$ cat src/design/urb_pkg.sv
// shared types, codes and helpers for the uart register block
`timescale 1ns / 1ps
package urb_pkg;

  localparam int FIFO_DEPTH_DEF = 16;
  localparam int DLAB_BIT       = 7;
  localparam int OUT2_BIT       = 3;

  typedef enum logic [1:0] {
    OP_BUS_READ  = 2'd0,
    OP_BUS_WRITE = 2'd1,
    OP_LINE_RX   = 2'd2,
    OP_LINE_TX   = 2'd3
  } opcode_t;

  typedef enum logic [2:0] {
    REG_DATA = 3'd0,
    REG_IER  = 3'd1,
    REG_IIR  = 3'd2,
    REG_LCR  = 3'd3,
    REG_MCR  = 3'd4,
    REG_LSR  = 3'd5,
    REG_MSR  = 3'd6,
    REG_SCR  = 3'd7
  } reg_addr_t;

  localparam logic [3:0] IIR_NONE   = 4'h1;
  localparam logic [3:0] IIR_LINE   = 4'h6;
  localparam logic [3:0] IIR_RXDATA = 4'h4;
  localparam logic [3:0] IIR_THRE   = 4'h2;
  localparam logic [3:0] IIR_MODEM  = 4'h0;

  localparam logic [1:0] IIR_FIFO_ON = 2'b11;

  typedef struct packed {
    opcode_t     opcode;
    reg_addr_t   reg_addr;
    logic [7:0]  write_data;
    logic [7:0]  rx_byte;
    logic        rx_parity_error;
    logic        rx_framing_error;
    logic        rx_break;
    logic        cts_in;
    logic        dsr_in;
  } in_item_t;

  typedef struct packed {
    logic [7:0]  read_data;
    logic        tx_valid;
    logic [7:0]  tx_byte;
    logic        irq;
    logic        rts_out;
    logic        dtr_out;
    logic [15:0] baud_divisor;
  } out_item_t;

  typedef struct packed {
    logic push;
    logic pop;
    logic clr;
  } fifo_ctl_t;

  // interrupt identification in priority order
  function automatic logic [3:0] iir_code(input logic [3:0] ier, input logic line_pend,
                                          input logic rx_pend, input logic thre_pend,
                                          input logic modem_pend);
    logic [3:0] code;
    code = IIR_NONE;
    if (ier[2] && line_pend) begin
      code = IIR_LINE;
    end else if (ier[0] && rx_pend) begin
      code = IIR_RXDATA;
    end else if (ier[1] && thre_pend) begin
      code = IIR_THRE;
    end else if (ier[3] && modem_pend) begin
      code = IIR_MODEM;
    end
    return code;
  endfunction

endpackage

$ cat src/design/urb_chan_if.sv
// valid/ready channel carrying one payload item per transfer
`timescale 1ns / 1ps
interface urb_chan_if #(parameter type T = logic);
  logic valid;
  logic ready;
  T     data;

  modport source (output valid, output data, input ready);
  modport sink (input valid, input data, output ready);
endinterface

$ cat src/design/urb_fifo.sv
// fifo with registered head read, used for receive entries and transmit bytes
`timescale 1ns / 1ps
module urb_fifo #(
  parameter int DEPTH = urb_pkg::FIFO_DEPTH_DEF,
  parameter int WIDTH = 8
) (
  input  logic                         clk,
  input  logic                         rst_n,
  input  urb_pkg::fifo_ctl_t           ctl,
  input  logic [WIDTH-1:0]             wdata,
  output logic [WIDTH-1:0]             head,
  output logic [$clog2(DEPTH+1)-1:0]   fill
);
  import urb_pkg::*;

  localparam int PTR_W = (DEPTH > 1) ? $clog2(DEPTH) : 1;
  localparam int CNT_W = $clog2(DEPTH + 1);

  logic [WIDTH-1:0] mem_r [DEPTH];
  logic [WIDTH-1:0] head_r;
  logic [PTR_W-1:0] rd_ptr_r, rd_ptr_nxt;
  logic [PTR_W-1:0] wr_ptr_r, wr_ptr_nxt;
  logic [CNT_W-1:0] fill_r, fill_nxt;
  logic             push_en;

  function automatic logic [PTR_W-1:0] ptr_inc(input logic [PTR_W-1:0] p);
    return (p == PTR_W'(DEPTH - 1)) ? '0 : p + PTR_W'(1);
  endfunction

  assign push_en = ctl.push && !ctl.clr;

  always_comb begin
    rd_ptr_nxt = rd_ptr_r;
    wr_ptr_nxt = wr_ptr_r;
    fill_nxt   = fill_r;
    if (ctl.clr) begin
      rd_ptr_nxt = '0;
      wr_ptr_nxt = '0;
      fill_nxt   = '0;
    end else begin
      if (ctl.push) begin
        wr_ptr_nxt = ptr_inc(wr_ptr_r);
      end
      if (ctl.pop) begin
        rd_ptr_nxt = ptr_inc(rd_ptr_r);
      end
      if (ctl.push && !ctl.pop) begin
        fill_nxt = fill_r + CNT_W'(1);
      end else if (ctl.pop && !ctl.push) begin
        fill_nxt = fill_r - CNT_W'(1);
      end
    end
  end

  always_ff @(posedge clk) begin
    if (!rst_n) begin
      rd_ptr_r <= '0;
      wr_ptr_r <= '0;
      fill_r   <= '0;
    end else begin
      rd_ptr_r <= rd_ptr_nxt;
      wr_ptr_r <= wr_ptr_nxt;
      fill_r   <= fill_nxt;
    end
  end

  always_ff @(posedge clk) begin
    if (push_en) begin
      mem_r[wr_ptr_r] <= wdata;
    end
  end

  // head read follows the next read pointer, with write bypass
  always_ff @(posedge clk) begin
    if (push_en && (wr_ptr_r == rd_ptr_nxt)) begin
      head_r <= wdata;
    end else begin
      head_r <= mem_r[rd_ptr_nxt];
    end
  end

  assign head = head_r;
  assign fill = fill_r;

endmodule

$ cat src/design/uart_16550_register_block.sv
// 16550-style uart register file with receive and transmit fifos
// One bus access or line event is taken per cycle, with the result held in the output register
// from the cycle after its transfer; a new item is taken whenever the output register is
// empty or being emptied. irq, rts_out, dtr_out and baud_divisor show the register state
// after the last transferred item. Each fifo is a single-port-write memory whose head entry
// is read into a register every cycle, so pops and pushes run at full rate. No clearing pass
// is needed after reset; fifo contents are only read inside the fill count.
`timescale 1ns / 1ps
module uart_16550_register_block #(
  parameter int FIFO_DEPTH = urb_pkg::FIFO_DEPTH_DEF
) (
  input  logic        clk,
  input  logic        rst_n,
  urb_chan_if.sink    in_ch,
  urb_chan_if.source  out_ch
);
  import urb_pkg::*;

  localparam int CNT_W = $clog2(FIFO_DEPTH + 1);
  localparam int RX_W  = 11;

  in_item_t         d;
  out_item_t        res;
  logic             accept;

  logic [3:0]       ier_r, ier_nxt;
  logic [7:0]       lcr_r, lcr_nxt;
  logic [4:0]       mcr_r, mcr_nxt;
  logic [7:0]       scr_r, scr_nxt;
  logic [15:0]      div_r, div_nxt;
  logic             fifo_mode_r, fifo_mode_nxt;
  logic             overrun_r, overrun_nxt;
  logic             cts_r, dsr_r;
  logic             dcts_r, dcts_nxt;
  logic             ddsr_r, ddsr_nxt;
  logic [CNT_W-1:0] rx_err_cnt_r, rx_err_cnt_nxt;

  logic             out_valid_r;
  logic [7:0]       rd_data_r, rd_data_nxt;
  logic             tx_valid_r, tx_valid_nxt;
  logic [7:0]       tx_byte_r, tx_byte_nxt;

  fifo_ctl_t        rx_ctl, tx_ctl;
  logic [RX_W-1:0]  rx_head, rx_wdata;
  logic [7:0]       tx_head, tx_wdata;
  logic [CNT_W-1:0] rx_fill, tx_fill, cap;

  logic             dlab, dcts_s, ddsr_s;
  logic [2:0]       rx_head_err;
  logic             rx_new_err, en_bit, mode_chg;
  logic [3:0]       iir_now, iir_post;
  logic [7:0]       lsr_now;

  urb_fifo #(.DEPTH(FIFO_DEPTH), .WIDTH(RX_W)) u_rx_fifo (
    .clk   (clk),
    .rst_n (rst_n),
    .ctl   (rx_ctl),
    .wdata (rx_wdata),
    .head  (rx_head),
    .fill  (rx_fill)
  );

  urb_fifo #(.DEPTH(FIFO_DEPTH), .WIDTH(8)) u_tx_fifo (
    .clk   (clk),
    .rst_n (rst_n),
    .ctl   (tx_ctl),
    .wdata (tx_wdata),
    .head  (tx_head),
    .fill  (tx_fill)
  );

  assign d           = in_ch.data;
  assign in_ch.ready = !out_valid_r || out_ch.ready;
  assign accept      = in_ch.valid && in_ch.ready;

  // state as seen at the start of the step
  assign dlab        = lcr_r[DLAB_BIT];
  assign cap         = fifo_mode_r ? CNT_W'(FIFO_DEPTH) : CNT_W'(1);
  assign dcts_s      = dcts_r || (d.cts_in != cts_r);
  assign ddsr_s      = ddsr_r || (d.dsr_in != dsr_r);
  assign rx_head_err = (rx_fill != '0) ? rx_head[10:8] : 3'b000;
  assign rx_new_err  = d.rx_parity_error || d.rx_framing_error || d.rx_break;
  assign rx_wdata    = {d.rx_break, d.rx_framing_error, d.rx_parity_error, d.rx_byte};
  assign tx_wdata    = d.write_data;
  assign en_bit      = d.write_data[0];
  assign mode_chg    = en_bit != fifo_mode_r;

  assign iir_now = iir_code(ier_r, overrun_r || (rx_head_err != 3'b000), rx_fill != '0,
                            tx_fill == '0, dcts_s || ddsr_s);

  always_comb begin
    lsr_now      = 8'h00;
    lsr_now[0]   = rx_fill != '0;
    lsr_now[1]   = overrun_r;
    lsr_now[4:2] = rx_head_err;
    lsr_now[5]   = tx_fill == '0;
    lsr_now[6]   = tx_fill == '0;
    lsr_now[7]   = fifo_mode_r && (rx_err_cnt_r != '0);
  end

  always_comb begin
    ier_nxt        = ier_r;
    lcr_nxt        = lcr_r;
    mcr_nxt        = mcr_r;
    scr_nxt        = scr_r;
    div_nxt        = div_r;
    fifo_mode_nxt  = fifo_mode_r;
    overrun_nxt    = overrun_r;
    dcts_nxt       = dcts_s;
    ddsr_nxt       = ddsr_s;
    rx_err_cnt_nxt = rx_err_cnt_r;
    rx_ctl         = '0;
    tx_ctl         = '0;
    rd_data_nxt    = 8'h00;
    tx_valid_nxt   = 1'b0;
    tx_byte_nxt    = 8'h00;

    unique case (d.opcode)
      OP_BUS_READ: begin
        unique case (d.reg_addr)
          REG_DATA: begin
            if (dlab) begin
              rd_data_nxt = div_r[7:0];
            end else if (rx_fill != '0) begin
              rd_data_nxt = rx_head[7:0];
              rx_ctl.pop  = 1'b1;
              if (rx_head_err != 3'b000) begin
                rx_err_cnt_nxt = rx_err_cnt_r - CNT_W'(1);
              end
            end
          end
          REG_IER: rd_data_nxt = dlab ? div_r[15:8] : {4'h0, ier_r};
          REG_IIR: rd_data_nxt = {fifo_mode_r ? IIR_FIFO_ON : 2'b00, 2'b00, iir_now};
          REG_LCR: rd_data_nxt = lcr_r;
          REG_MCR: rd_data_nxt = {3'b000, mcr_r};
          REG_LSR: begin
            rd_data_nxt = lsr_now;
            overrun_nxt = 1'b0;
          end
          REG_MSR: begin
            rd_data_nxt = {2'b00, d.dsr_in, d.cts_in, 2'b00, ddsr_s, dcts_s};
            dcts_nxt    = 1'b0;
            ddsr_nxt    = 1'b0;
          end
          REG_SCR: rd_data_nxt = scr_r;
        endcase
      end
      OP_BUS_WRITE: begin
        unique case (d.reg_addr)
          REG_DATA: begin
            if (dlab) begin
              div_nxt[7:0] = d.write_data;
            end else if (tx_fill < cap) begin
              tx_ctl.push = 1'b1;
            end
          end
          REG_IER: begin
            if (dlab) begin
              div_nxt[15:8] = d.write_data;
            end else begin
              ier_nxt = d.write_data[3:0];
            end
          end
          REG_IIR: begin
            if (mode_chg || (en_bit && d.write_data[1])) begin
              rx_ctl.clr     = 1'b1;
              rx_err_cnt_nxt = '0;
            end
            if (mode_chg || (en_bit && d.write_data[2])) begin
              tx_ctl.clr = 1'b1;
            end
            fifo_mode_nxt = en_bit;
          end
          REG_LCR: lcr_nxt = d.write_data;
          REG_MCR: mcr_nxt = d.write_data[4:0];
          REG_LSR: ;
          REG_MSR: ;
          REG_SCR: scr_nxt = d.write_data;
        endcase
      end
      OP_LINE_RX: begin
        if (rx_fill >= cap) begin
          overrun_nxt = 1'b1;
        end else begin
          rx_ctl.push = 1'b1;
          if (rx_new_err) begin
            rx_err_cnt_nxt = rx_err_cnt_r + CNT_W'(1);
          end
        end
      end
      OP_LINE_TX: begin
        if (tx_fill != '0) begin
          tx_valid_nxt = 1'b1;
          tx_byte_nxt  = tx_head;
          tx_ctl.pop   = 1'b1;
        end
      end
    endcase

    if (!accept) begin
      rx_ctl = '0;
      tx_ctl = '0;
    end
  end

  always_ff @(posedge clk) begin
    if (!rst_n) begin
      ier_r        <= '0;
      lcr_r        <= '0;
      mcr_r        <= '0;
      scr_r        <= '0;
      div_r        <= '0;
      fifo_mode_r  <= 1'b0;
      overrun_r    <= 1'b0;
      cts_r        <= 1'b0;
      dsr_r        <= 1'b0;
      dcts_r       <= 1'b0;
      ddsr_r       <= 1'b0;
      rx_err_cnt_r <= '0;
      out_valid_r  <= 1'b0;
    end else begin
      if (accept) begin
        ier_r        <= ier_nxt;
        lcr_r        <= lcr_nxt;
        mcr_r        <= mcr_nxt;
        scr_r        <= scr_nxt;
        div_r        <= div_nxt;
        fifo_mode_r  <= fifo_mode_nxt;
        overrun_r    <= overrun_nxt;
        cts_r        <= d.cts_in;
        dsr_r        <= d.dsr_in;
        dcts_r       <= dcts_nxt;
        ddsr_r       <= ddsr_nxt;
        rx_err_cnt_r <= rx_err_cnt_nxt;
        out_valid_r  <= 1'b1;
      end else if (out_ch.ready) begin
        out_valid_r <= 1'b0;
      end
    end
  end

  always_ff @(posedge clk) begin
    if (accept) begin
      rd_data_r  <= rd_data_nxt;
      tx_valid_r <= tx_valid_nxt;
      tx_byte_r  <= tx_byte_nxt;
    end
  end

  // interrupt from the state left by the last transfer
  assign iir_post = iir_code(ier_r, overrun_r || ((rx_fill != '0) && (rx_head[10:8] != 3'b000)),
                             rx_fill != '0, tx_fill == '0, dcts_r || ddsr_r);

  always_comb begin
    res.read_data    = rd_data_r;
    res.tx_valid     = tx_valid_r;
    res.tx_byte      = tx_byte_r;
    res.irq          = mcr_r[OUT2_BIT] && (iir_post != IIR_NONE);
    res.rts_out      = mcr_r[1];
    res.dtr_out      = mcr_r[0];
    res.baud_divisor = div_r;
  end

  assign out_ch.valid = out_valid_r;
  assign out_ch.data  = res;

endmodule

$ cat src/flat_wrapper.sv
// flat-port wrapper written by rule: the top's interface ports become plain ports
module uart_16550_register_block_flat import urb_pkg::*;
#(
  parameter int FIFO_DEPTH = urb_pkg::FIFO_DEPTH_DEF
)
  (clk, rst_n, in_ch_valid, in_ch_data, in_ch_ready, out_ch_valid, out_ch_data, out_ch_ready);
  urb_chan_if #(.T(in_item_t)) in_ch_i ();
  urb_chan_if #(.T(out_item_t)) out_ch_i ();
  input  logic clk;
  input  logic rst_n;
  input wire logic [$bits(in_ch_i.valid)-1:0] in_ch_valid;
  input wire logic [$bits(in_ch_i.data)-1:0] in_ch_data;
  output wire logic [$bits(in_ch_i.ready)-1:0] in_ch_ready;
  output wire logic [$bits(out_ch_i.valid)-1:0] out_ch_valid;
  output wire logic [$bits(out_ch_i.data)-1:0] out_ch_data;
  input wire logic [$bits(out_ch_i.ready)-1:0] out_ch_ready;
  assign in_ch_i.valid = in_ch_valid;
  assign in_ch_i.data = in_ch_data;
  assign in_ch_ready = in_ch_i.ready;
  assign out_ch_valid = out_ch_i.valid;
  assign out_ch_data = out_ch_i.data;
  assign out_ch_i.ready = out_ch_ready;
  uart_16550_register_block #(.FIFO_DEPTH(FIFO_DEPTH)) u_core (.clk(clk), .rst_n(rst_n), .in_ch(in_ch_i), .out_ch(out_ch_i));
endmodule
$ cat config.mk
export PLATFORM = sky130hd
export DESIGN_NAME = uart_16550_register_block_flat
export DESIGN_NICKNAME = d
export VERILOG_FILES = /design/src/design/urb_pkg.sv /design/src/design/urb_chan_if.sv /design/src/design/urb_fifo.sv /design/src/design/uart_16550_register_block.sv /design/src/flat_wrapper.sv
export SDC_FILE = /design/constraint.sdc
export NUM_CORES = 1
export LEC_CHECK = 0
export BUFFER_PORTS_ARGS = -buffer_cell sky130_fd_sc_hd__buf_2
export CAP_MARGIN = 10
export CELL_PAD_IN_SITES_DETAIL_PLACEMENT = 0
export CELL_PAD_IN_SITES_GLOBAL_PLACEMENT = 1
export CORE_ASPECT_RATIO = 0.5
export CORE_MARGIN = 4
export CORE_UTILIZATION = 35
export DETAILED_ROUTE_END_ITERATION = 12
export GPL_TIMING_DRIVEN = 0
export PLACE_DENSITY_LB_ADDON = 0.08
export SETUP_SLACK_MARGIN = 0.2
export SLEW_MARGIN = 20
export SYNTH_ARGS = -nofsm -noshare
export SYNTH_HDL_FRONTEND = slang
export SYNTH_SLANG_ARGS = --single-unit
$ cat constraint.sdc
create_clock -name clk -period 8.5 [get_ports clk]
set_input_delay 0.425 -clock clk [delete_from_list [all_inputs] [get_ports clk]]
set_output_delay 0.425 -clock clk [all_outputs]
set_load 0.05 [all_outputs]
# After elaboration in Yosys (flattened, before gate mapping)
# Memories as Yosys holds them, arrays and structs flattened. A register that Yosys moved wholly into a read port is not among the register bits.
# Index checks and enable logic that the tools add are counted.
# word_totals
ram_bits,304
mem_count,2
in_bits,30
out_inout_bits,38
wordCells,197
ff_bits,96
# mem_list
name,depth,width,read_ports,rd_clocked_by_memory_dff,write_ports,line_no,rtl
u_core.u_rx_fifo.mem_r,16,11,1,1,1,urb_fifo.sv:19,logic [WIDTH-1:0] mem_r [DEPTH];
u_core.u_tx_fifo.mem_r,16,8,1,1,1,urb_fifo.sv:19,
# op_classes
reduce_logical,61
n_bitwise,2
add_sub_neg,10
mux,69
eq_ne,28
order_cmp,2
# ops
op,n
2-to-1 mux 5 bit,13
one-hot mux 8 bit (8 select lines),1
2-to-1 mux 4 bit,14
2-to-1 mux 1 bit,32
2-to-1 mux 8 bit,3
logical AND 1 bit,18
adder 4 x 1 -> 4 bit (second input constant),4
== test 4 bit (second input constant),4
AND reduction 4 bit,4
adder 5 x 1 -> 5 bit (second input constant),3
one-hot mux 5 bit (3 select lines),1
nonzero test 5 bit,3
subtractor 5 x 1 -> 5 bit (second input constant),3
== test 3 bit (second input constant),4
!= test 2 x 1 -> 1 bit (second input constant),6
AND reduction 3 bit,4
logical OR 1 bit,11
AND reduction 10 bit,1
2-to-1 mux 3 bit,3
nonzero test 3 bit,3
!= test 2 bit (second input constant),4
nonzero test 2 bit,4
zero test 1 bit,7
== test 3 x 2 -> 1 bit (second input constant),2
15 further kinds,20

# Longest topological paths before layout
# Gate-level depths: netlist of run 1.
# logic_depth
depth_word,11
depth_mapped,14
mapped_depth_nobuf,14

# Cells and area by module
# From an unflattened synthesis of run 1, not the netlist that was laid out.
# unflattened
cells_unflattened,1114
hier_area_um2,17166.5
# by_module_without_submodules
module,seq_area_each_um2,cells_per_inst,n_inst,area_each_um2
urb_fifo at u_core.u_rx_fifo,5625.4,388,1,7569.8
urb_fifo at u_core.u_tx_fifo,4184.0,311,1,5836.8
uart_16550_register_block,1571.5,415,1,3759.9

# Least setup slack after synthesis of run 1
# OpenSTA, ideal clock, no wires.
# synth_timing
path_type,register to register
from,"register u_core.out_valid_r, in the netlist u_core.out_ch.valid"
to,"register u_core.u_rx_fifo.fill_r[4], in the netlist u_core.u_rx_fifo.fill[4]"
path_slack_ns,4.485
arrival_time_ns,3.942
synth_period_minus_slack_ns,4.015
setup_time_ns,0.073
path_stages_with_launch,14
path_buffers,0
cell_sequence,dfxtp_1 nand2b_1 nand2_1 clkinv_1 and3_1 inv_1 ha_1 inv_1 fa_1 a21o_1 a21oi_1 xnor2_1 or3_1 a21oi_1
# synth_via
elab_chain_len,7
word_cells_on_any_way,11
classes_between,mux: 2; reduce/logical: 9
# synth_lines
item,line_no,rtl
"start, declared",uart_16550_register_block.sv:38,logic out_valid_r;
"start signal, assigned",uart_16550_register_block.sv:220,out_valid_r <= 1'b0;
"start signal, assigned",uart_16550_register_block.sv:235,out_valid_r <= 1'b1;
"start signal, assigned",uart_16550_register_block.sv:237,out_valid_r <= 1'b0;
zero test 1 bit (*),uart_16550_register_block.sv:73,assign in_ch.ready = !out_valid_r || out_ch.ready;
logical OR 1 bit (*),uart_16550_register_block.sv:73,
via in_ch_ready,flat_wrapper.sv:13,output wire logic [$bits(in_ch_i.ready)-1:0] in_ch_ready;
logical AND 1 bit (*),uart_16550_register_block.sv:74,assign accept = in_ch.valid && in_ch.ready;
via u_core.accept,uart_16550_register_block.sv:24,logic accept;
2-to-1 mux 3 bit (*),uart_16550_register_block.sv:200,if (!accept) begin
"zero test 1 bit, on equally long branches","urb_fifo.sv:47, urb_fifo.sv:49",
"logical AND 1 bit, on equally long branches","urb_fifo.sv:47, urb_fifo.sv:49",
2-to-1 mux 5 bit or nonzero test 2 bit (tied branches),-,
"end signal, assigned",urb_fifo.sv:63,fill_r <= fill_nxt;
"end, declared",urb_fifo.sv:23,"logic [CNT_W-1:0] fill_r, fill_nxt;"
# The timed path passes the listed nets; every way through them passes the cells marked *.
# A chain may end at the register's enable or synchronous reset.

==> flow_metrics.py, run 1 <==
metrics = {
    "grt": {
        "antenna_found_initial": 0,
        "grt_pass1_wl_mm": 64.6,
        "grt_usage_pct": 16.7,
        "grt_pass1_vias": 9881,
        "grt_overflow": 0,
        "globalRouteMet1Util_pct": 21.9,
        "grt-busiest-layer": "met2",
        "use_met2_pct": 29.5,
        "grt_max_degree": 27,
        "grt_use_met3_pct": 2.92,
    },
    "run": {
        "drv_cap": 0,
    },
    "cells_and_area": {
        "register_area_um2": 11400,
        "final_common_cell": "edfxtp_1",
        "drive_above_1_share_pct": 21.9,
        "fin_area_um2": 19400,
        "multi_input_area_um2": 5260,
        "mostFrequentLayoutCells": "edfxtp_1, nor2_1, mux4_2, dfxtp_1, buf_2",
        "final_core_util_pct": 41.2,
        "areaGrowthSynthToFinish_pct": 15.3,
        "n_antenna_cell": 0,
        "nFillCells": 4301,
        "final_nets": 1238,
    },
    "timing": {
        "fmax_ghz": 0.258,
        "setup_tns_ns": 0,
        "worst_slew_pin_slew_ns": 1.06,
        "skew_ns": 0.0144,
        "fin_hold_ws_ns": 0.147,
        "rsz0062_at_grt": "false",
        "finalHoldViolCount": 0,
        "final-setup-viol-count": 0,
        "fin_crit_ns": 3.88,
        "max-slew-margin-rel_pct": 29.3,
        "slew_violations": 0,
        "setup_slack_ns": 4.62,
        "post-route-period-util_pct": 45.7,
    },
    "floorplanning": {
        "die_area_um2": 52000,
        "core_um2": 47200,
        "rows": 56,
        "die_w_um": 318,
        "start_util_pct": 35.7,
        "die_y_um": 163,
        "ios": 68,
    },
    "detailed_routing": {
        "vias": 9486,
        "dr.pass1.iters": 4,
        "drc": 0,
        "viasPerCell": 5.14,
        "drt_wl_total_mm": 43.2,
        "ant_nets": 0,
        "drt_iter0_markers": 722,
        "wl_per_cell_um": 23.4,
    },
    "clocking": {
        "clock_sinks": 408,
        "clock_path_buffers": 3,
        "cts_htree_levels": 2,
        "cts_hold_buffers": 0,
        "cts_tree": "built",
        "clk_pin_slew_worst_paths_ns": 0.07,
        "clockRootBuffer": "clkbuf_16",
        "numCtsBuffers": 40,
        "ctsResizeCount": 0,
        "clk_latency_ns": 0.53,
        "cts_setup_buffers": 0,
    },
    "logic_synthesis": {
        "avgSynthCellArea_um2": 15.9,
        "postSynthCellCount": 1058,
        "ys_ff_latch": 408,
        "synth_flop_cell": "edfxtp_1",
        "synth_nets": 1115,
        "synth_edf_count": 321,
        "yosys_warnings": 0,
        "syn-cell-area_um2": 16900,
        "ys_seq_area_share_pct": 67.5,
        "synth-async-reset-ratio_pct": 0,
        "ys_types": 63,
    },
    "critical_path": {
        "endpoint_kind": "primary output",
        "startpoint_type": "flip-flop",
        "cp_slowest_cell": "clkbuf_1",
        "r2r_cells": 7,
        "path_common_cell": "clkbuf_1",
        "path_max_fanout": 10,
        "critPathKind": "reg -> out",
        "r2r_end": "u_core.rd_data_r[7]$_SDFFCE_PN0P_",
        "path_buf_inv": 3,
        "crit_arrival_ns": 3.46,
        "crit_required_ns": 8.08,
        "path_cells": "clkbuf_1 > clkbuf_1 > mux4_2 > nand2_1 > nand3_1 > o31a_1 > a21oi_2 > a31oi_1 > buf_2",
        "critPathTopFamily": "buffers and inverters",
        "cpPeakStageDelay_ns": 0.57,
        "r2r_setup_slack_ns": 4.85,
    },
    "hold_path": {
        "whs_endpoint": "u_core.out_ch.valid$_SDFFE_PN0P_",
        "worstHoldStart": "in_ch_valid",
        "worst_hold_path_type": "in -> reg",
        "min_path_cells": 3,
    },
    "placed_design": {
        "portBuffers": 65,
        "pre_cts_ws_ns": 4.55,
        "placed_area_um2": 18200,
        "hpwlAfterDp_mm": 29.6,
        "gp_congestion": 0.834,
    },
    "power": {
        "p_leak_nw": 6.32,
        "ir_drop_mv": 0.103,
        "power_density_nw_per_um2": 210,
    },
    "status": {
        "outcome": "completed",
    },
}
Yosys cell counts, drive strengths merged (2+ instances only):
library cell / count / share of area [%]
a21boi: 6 / 0.27
mux2i: 62 / 3.7
inv: 17 / 0.38
edfxtp: 321 / 57
xnor2: 6 / 0.31
and3: 3 / 0.11
nand2b: 9 / 0.33
nand3: 10 / 0.30
nor4: 3 / 0.24
nor3: 26 / 0.83
a31oi: 7 / 0.26
clkinv: 3 / 0.067
nand4b: 2 / 0.10
nand3b: 3 / 0.21
clkbuf: 29 / 0.65
and2: 12 / 0.45
or4: 5 / 0.22
or2: 2 / 0.074
mux4: 91 / 12
nor2: 107 / 2.4
ha: 24 / 1.8
buf: 23 / 0.71
a21o: 5 / 0.22
o31a: 3 / 0.16
o21ai: 33 / 0.98
mux2: 2 / 0.13
dfxtp: 87 / 10
fa: 3 / 0.36
o22ai: 2 / 0.074
xor2: 9 / 0.47
or3: 5 / 0.19
a311oi: 3 / 0.16
nor2b: 10 / 0.37
nand2: 56 / 1.2
a21oi: 44 / 1.3
a221oi: 9 / 0.47
final cells by class:
cell class	count	area share (%)
repair buffers	81	2.54
well taps	638	4.11
plain buffers	52	1.17
inverters	20	0.393
clock buffers	49	5.43
flip-flops and latches	408	58.6
clock inverters	18	0.721
multi-input cells	578	27.1
metrics by stage:
step	total power [mW]	std cells
3_3_place_gp	2.44	1761
5_1_grt	4.24	1844
4_1_cts	4.13	1842
6_report	4.08	1844
2_1_floorplan	2.35	1058
3_5_place_dp	2.44	1775
tightest hold or removal path, cell delays in order:
cell	delay [ns]
buf_2	0.11
inv_1	0.04
a21oi_1	0.05
worst max-delay path by stage:
| stage | startpoint | endpoint | slack, ns | cells after the start |
|---|---|---|---|---|
| after floorplan | u_core.out_ch.valid$_SDFFE_PN0P_ | u_core.u_rx_fifo.fill[4]$_SDFFE_PP0P_ | 4.49 | 13 |
| after global placement | out_ch_ready | u_core.u_rx_fifo.fill[4]$_SDFFE_PP0P_ | 3.95 | 14 |
| after detailed placement | out_ch_ready | u_core.u_rx_fifo.fill[4]$_SDFFE_PP0P_ | 4.55 | 14 |
| after CTS | flip-flop | out_ch_data[18] | 4.51 | 9 |
| after global routing | flip-flop | out_ch_data[18] | 4.33 | 10 |
| final | flip-flop | out_ch_data[18] | 4.62 | 9 |
routing by layer:
| layer | up-vias | wire length (um) |
|---|---|---|
| met1 | 4888 | 19000 |
| met3 | 53 | 1680 |
| met4 | 0 | 792 |
| met5 | - | 0 |
| met2 | 193 | 21700 |
| li1 | 4352 | - |
flip-flops by register name, indices dropped and copies added, names as in the netlist, 5 cells and up, named ones only:
register and flops:
u_core.div_r 16, u_core.lcr_r 8, u_core.mcr_r 5, u_core.rd_data_r 8, u_core.rx_err_cnt_r 5, u_core.scr_r 8
u_core.tx_byte_r 8, u_core.u_rx_fifo.fill 5, u_core.u_rx_fifo.mem_r 176, u_core.u_tx_fifo.fill 5, u_core.u_tx_fifo.mem_r 128
power breakdown:
group / internal (mW) / switching, mW / total (mW)
sequential: 2.17 / 0.0114 / 2.18
clock: 0.941 / 0.743 / 1.68
combinational: 0.0711 / 0.147 / 0.218
total: 3.18 / 0.901 / 4.08
kinds of logic after synthesis:
group	synth area share (%)
xor gates and xnor gates	0.779
DFF	67.5
buffers and inverters	1.80
AOI/OAI and AO/OA	4.62
muxes	16.0
adders and majority gates	2.14
and+or+nand+nor	7.14
Note: power is estimated with default switching activity, not from simulation.
==> run 2: changes to the inputs <==
- clock period: 8.5 -> 4 ns (I/O delays scaled with it)
==> run 2 against run 1 <==
Sequential power is 110% higher; critical endpoint is now u_core.u_rx_fifo.fill[4]$_SDFFE_PP0P_; global-route usage shrank 0.30 points; highest routed layer unchanged; cell count grew 0.49%.
==> flow_metrics.py, run 2 (synthesized netlist as in run 1, its figures left out) <==
metrics = {
    "floorplanning": {
        "die_w_um": 318,
        "die_y_um": 163,
        "die_area_um2": 52000,
        "start_util_pct": 35.7,
        "ios": 68,
        "rows": 56,
        "core_um2": 47200,
    },
    "timing": {
        "skew_ns": 0.0205,
        "fin_crit_ns": 3.60,
        "fmax_ghz": 0.277,
        "final-setup-viol-count": 0,
        "setup_tns_ns": 0,
        "setup_slack_ns": 0.396,
        "slew_violations": 0,
        "worst_slew_pin_slew_ns": 1.08,
        "rsz0062_at_grt": "true",
        "post-route-period-util_pct": 90.1,
        "max-slew-margin-rel_pct": 27.6,
        "finalHoldViolCount": 0,
    },
    "power": {
        "p_leak_nw": 6.37,
        "ir_drop_mv": 0.276,
        "p_total_mw": 8.75,
        "power_density_nw_per_um2": 448,
    },
    "cells_and_area": {
        "fin_area_um2": 19500,
        "largest_register_ff_count": 176,
        "nFillCells": 4278,
        "instances_no_fill": 1853,
        "mostFrequentLayoutCells": "edfxtp_1, nor2_1, mux4_2, dfxtp_1, buf_2",
        "final_common_cell": "edfxtp_1",
        "drive_above_1_share_pct": 22.2,
        "areaGrowthSynthToFinish_pct": 15.8,
        "n_antenna_cell": 0,
        "largest_register": "u_core.u_rx_fifo.mem_r",
        "register_area_um2": 11400,
        "multi_input_area_um2": 5270,
        "largest_registers": "u_core.u_rx_fifo.mem_r (176), u_core.u_tx_fifo.mem_r (128), u_core.div_r (16)",
        "final_nets": 1241,
    },
    "grt": {
        "grt_pass1_vias": 9947,
        "grt_usage_pct": 16.4,
        "grt_overflow": 0,
        "grt_max_degree": 27,
        "grt_pass1_wl_mm": 64.0,
        "antenna_found_initial": 0,
    },
    "placed_design": {
        "portBuffers": 65,
        "gp_congestion": 0.853,
        "placed_area_um2": 18200,
        "pre_cts_ws_ns": 0.322,
        "hpwlAfterDp_mm": 29.2,
        "placed_cells": 1775,
    },
    "hold_path": {
        "worst_hold_path_type": "in -> reg",
    },
    "clocking": {
        "clock_sinks": 408,
        "clockRootBuffer": "clkbuf_16",
        "clk_latency_ns": 0.54,
        "clock_path_buffers": 3,
        "clk_pin_slew_worst_paths_ns": 0.07,
        "cts_tree": "built",
        "numCtsBuffers": 40,
        "cts_setup_buffers": 0,
        "cts_htree_levels": 2,
    },
    "run": {
        "drv_cap": 0,
    },
    "detailed_routing": {
        "wl_per_cell_um": 23.0,
        "drc": 0,
        "ant_nets": 0,
        "vias": 9478,
        "viasPerCell": 5.11,
        "drt_wl_total_mm": 42.6,
        "drt_iter0_markers": 705,
        "dr.pass1.iters": 5,
    },
    "critical_path": {
        "cpPeakStageDelay_ns": 0.53,
        "critPathKind": "reg -> reg",
        "crit_arrival_ns": 4.06,
        "path_cells": "inv_1 > ha_1 > o31a_1 > nor4_4 > ha_1 > inv_1 > fa_1 > a21o_1 > a21oi_1 > xnor2_1 > or3_1 > a21oi_1",
        "crit_required_ns": 4.45,
        "cp_slowest_cell": "nor4_4",
        "endpoint_kind": "flip-flop",
        "startpoint_type": "flip-flop",
        "path_max_fanout": 8,
    },
    "status": {
        "outcome": "completed",
    },
}
## run 2: changes by cell type in the layout (fill, tap and decap cells not counted), sizes merged
cell         change
clkinvlp         -1
inv              +3
dlygate4sd3      +5
clkinv           +3
buf              -2
clkbuf           +1
## run 2: metrics by stage
stage | util (%) | hold WS [ns]
after floorplan | - | 0.299
after global placement | 38.1 | 0.452
after detailed placement | 38.6 | 0.464
after CTS | 41.3 | 0.0170
after global routing | 41.3 | 0.0305
final | 41.3 | 0.0463
## run 2: path summary, 6_finish.rpt
kind	slack (ns)	from	endpoint	depth (start not counted)
max	0.40	u_core.fifo_mode_r$_SDFFE_PN0P_	u_core.u_rx_fifo.fill[4]$_SDFFE_PP0P_	12
min	0.05	in_ch_data[8]	u_core.u_rx_fifo.mem_r[9][3]$_DFFE_PP_	1
max reg2reg	0.40	u_core.fifo_mode_r$_SDFFE_PN0P_	u_core.u_rx_fifo.fill[4]$_SDFFE_PP0P_	12
min reg2reg	0.48	u_core.dsr_r$_SDFFE_PN0P_	u_core.dsr_r$_SDFFE_PN0P_	2
## run 2: what timing repair did
action                     in CTS  in global routing
resized for setup               0                  6
hold buffers                    5                  0
hold endpoints to repair        4                  0
setup endpoints to repair       0                  3
## run 2: final cells by class
type                    instances  area share, %
flip-flops and latches        408           58.3
multi-input cells             578           27.0
clock buffers                  50           5.53
well taps                     638           4.09
repair buffers                 84           2.69
plain buffers                  52           1.17
clock inverters                23          0.865
inverters                      20          0.397
## run 2: critical path, delay by kind of cell (launching register included)
family                     cells  cell delay [ns]
adders and majority gates      3             1.03
AOI/OAI and AO/OA              4             0.86
and+or+nand+nor                2             0.84
DFF                            1             0.41
buffers and inverters          2             0.29
xor gates and xnor gates       1             0.10
## run 2: routing by layer
| layer | up-vias | share of wire (%) | wire (um) | GRT usage (%) |
|---|---|---|---|---|
| met5 | - | 0 | 0 | 0 |
| met2 | 174 | 52 | 22000 | 30.0 |
| met3 | 51 | 3.7 | 1580 | 2.75 |
| li1 | 4366 | - | - | - |
| met1 | 4887 | 43 | 18500 | 20.9 |
| met4 | 0 | 1.4 | 593 | 3.18 |
## run 2: report_power, final
part	internal [mW]	switching [mW]	total, mW
registers	4.60	0.0243	4.63
logic	0.153	0.314	0.467
clock network	2.05	1.61	3.66
total	6.81	1.95	8.75
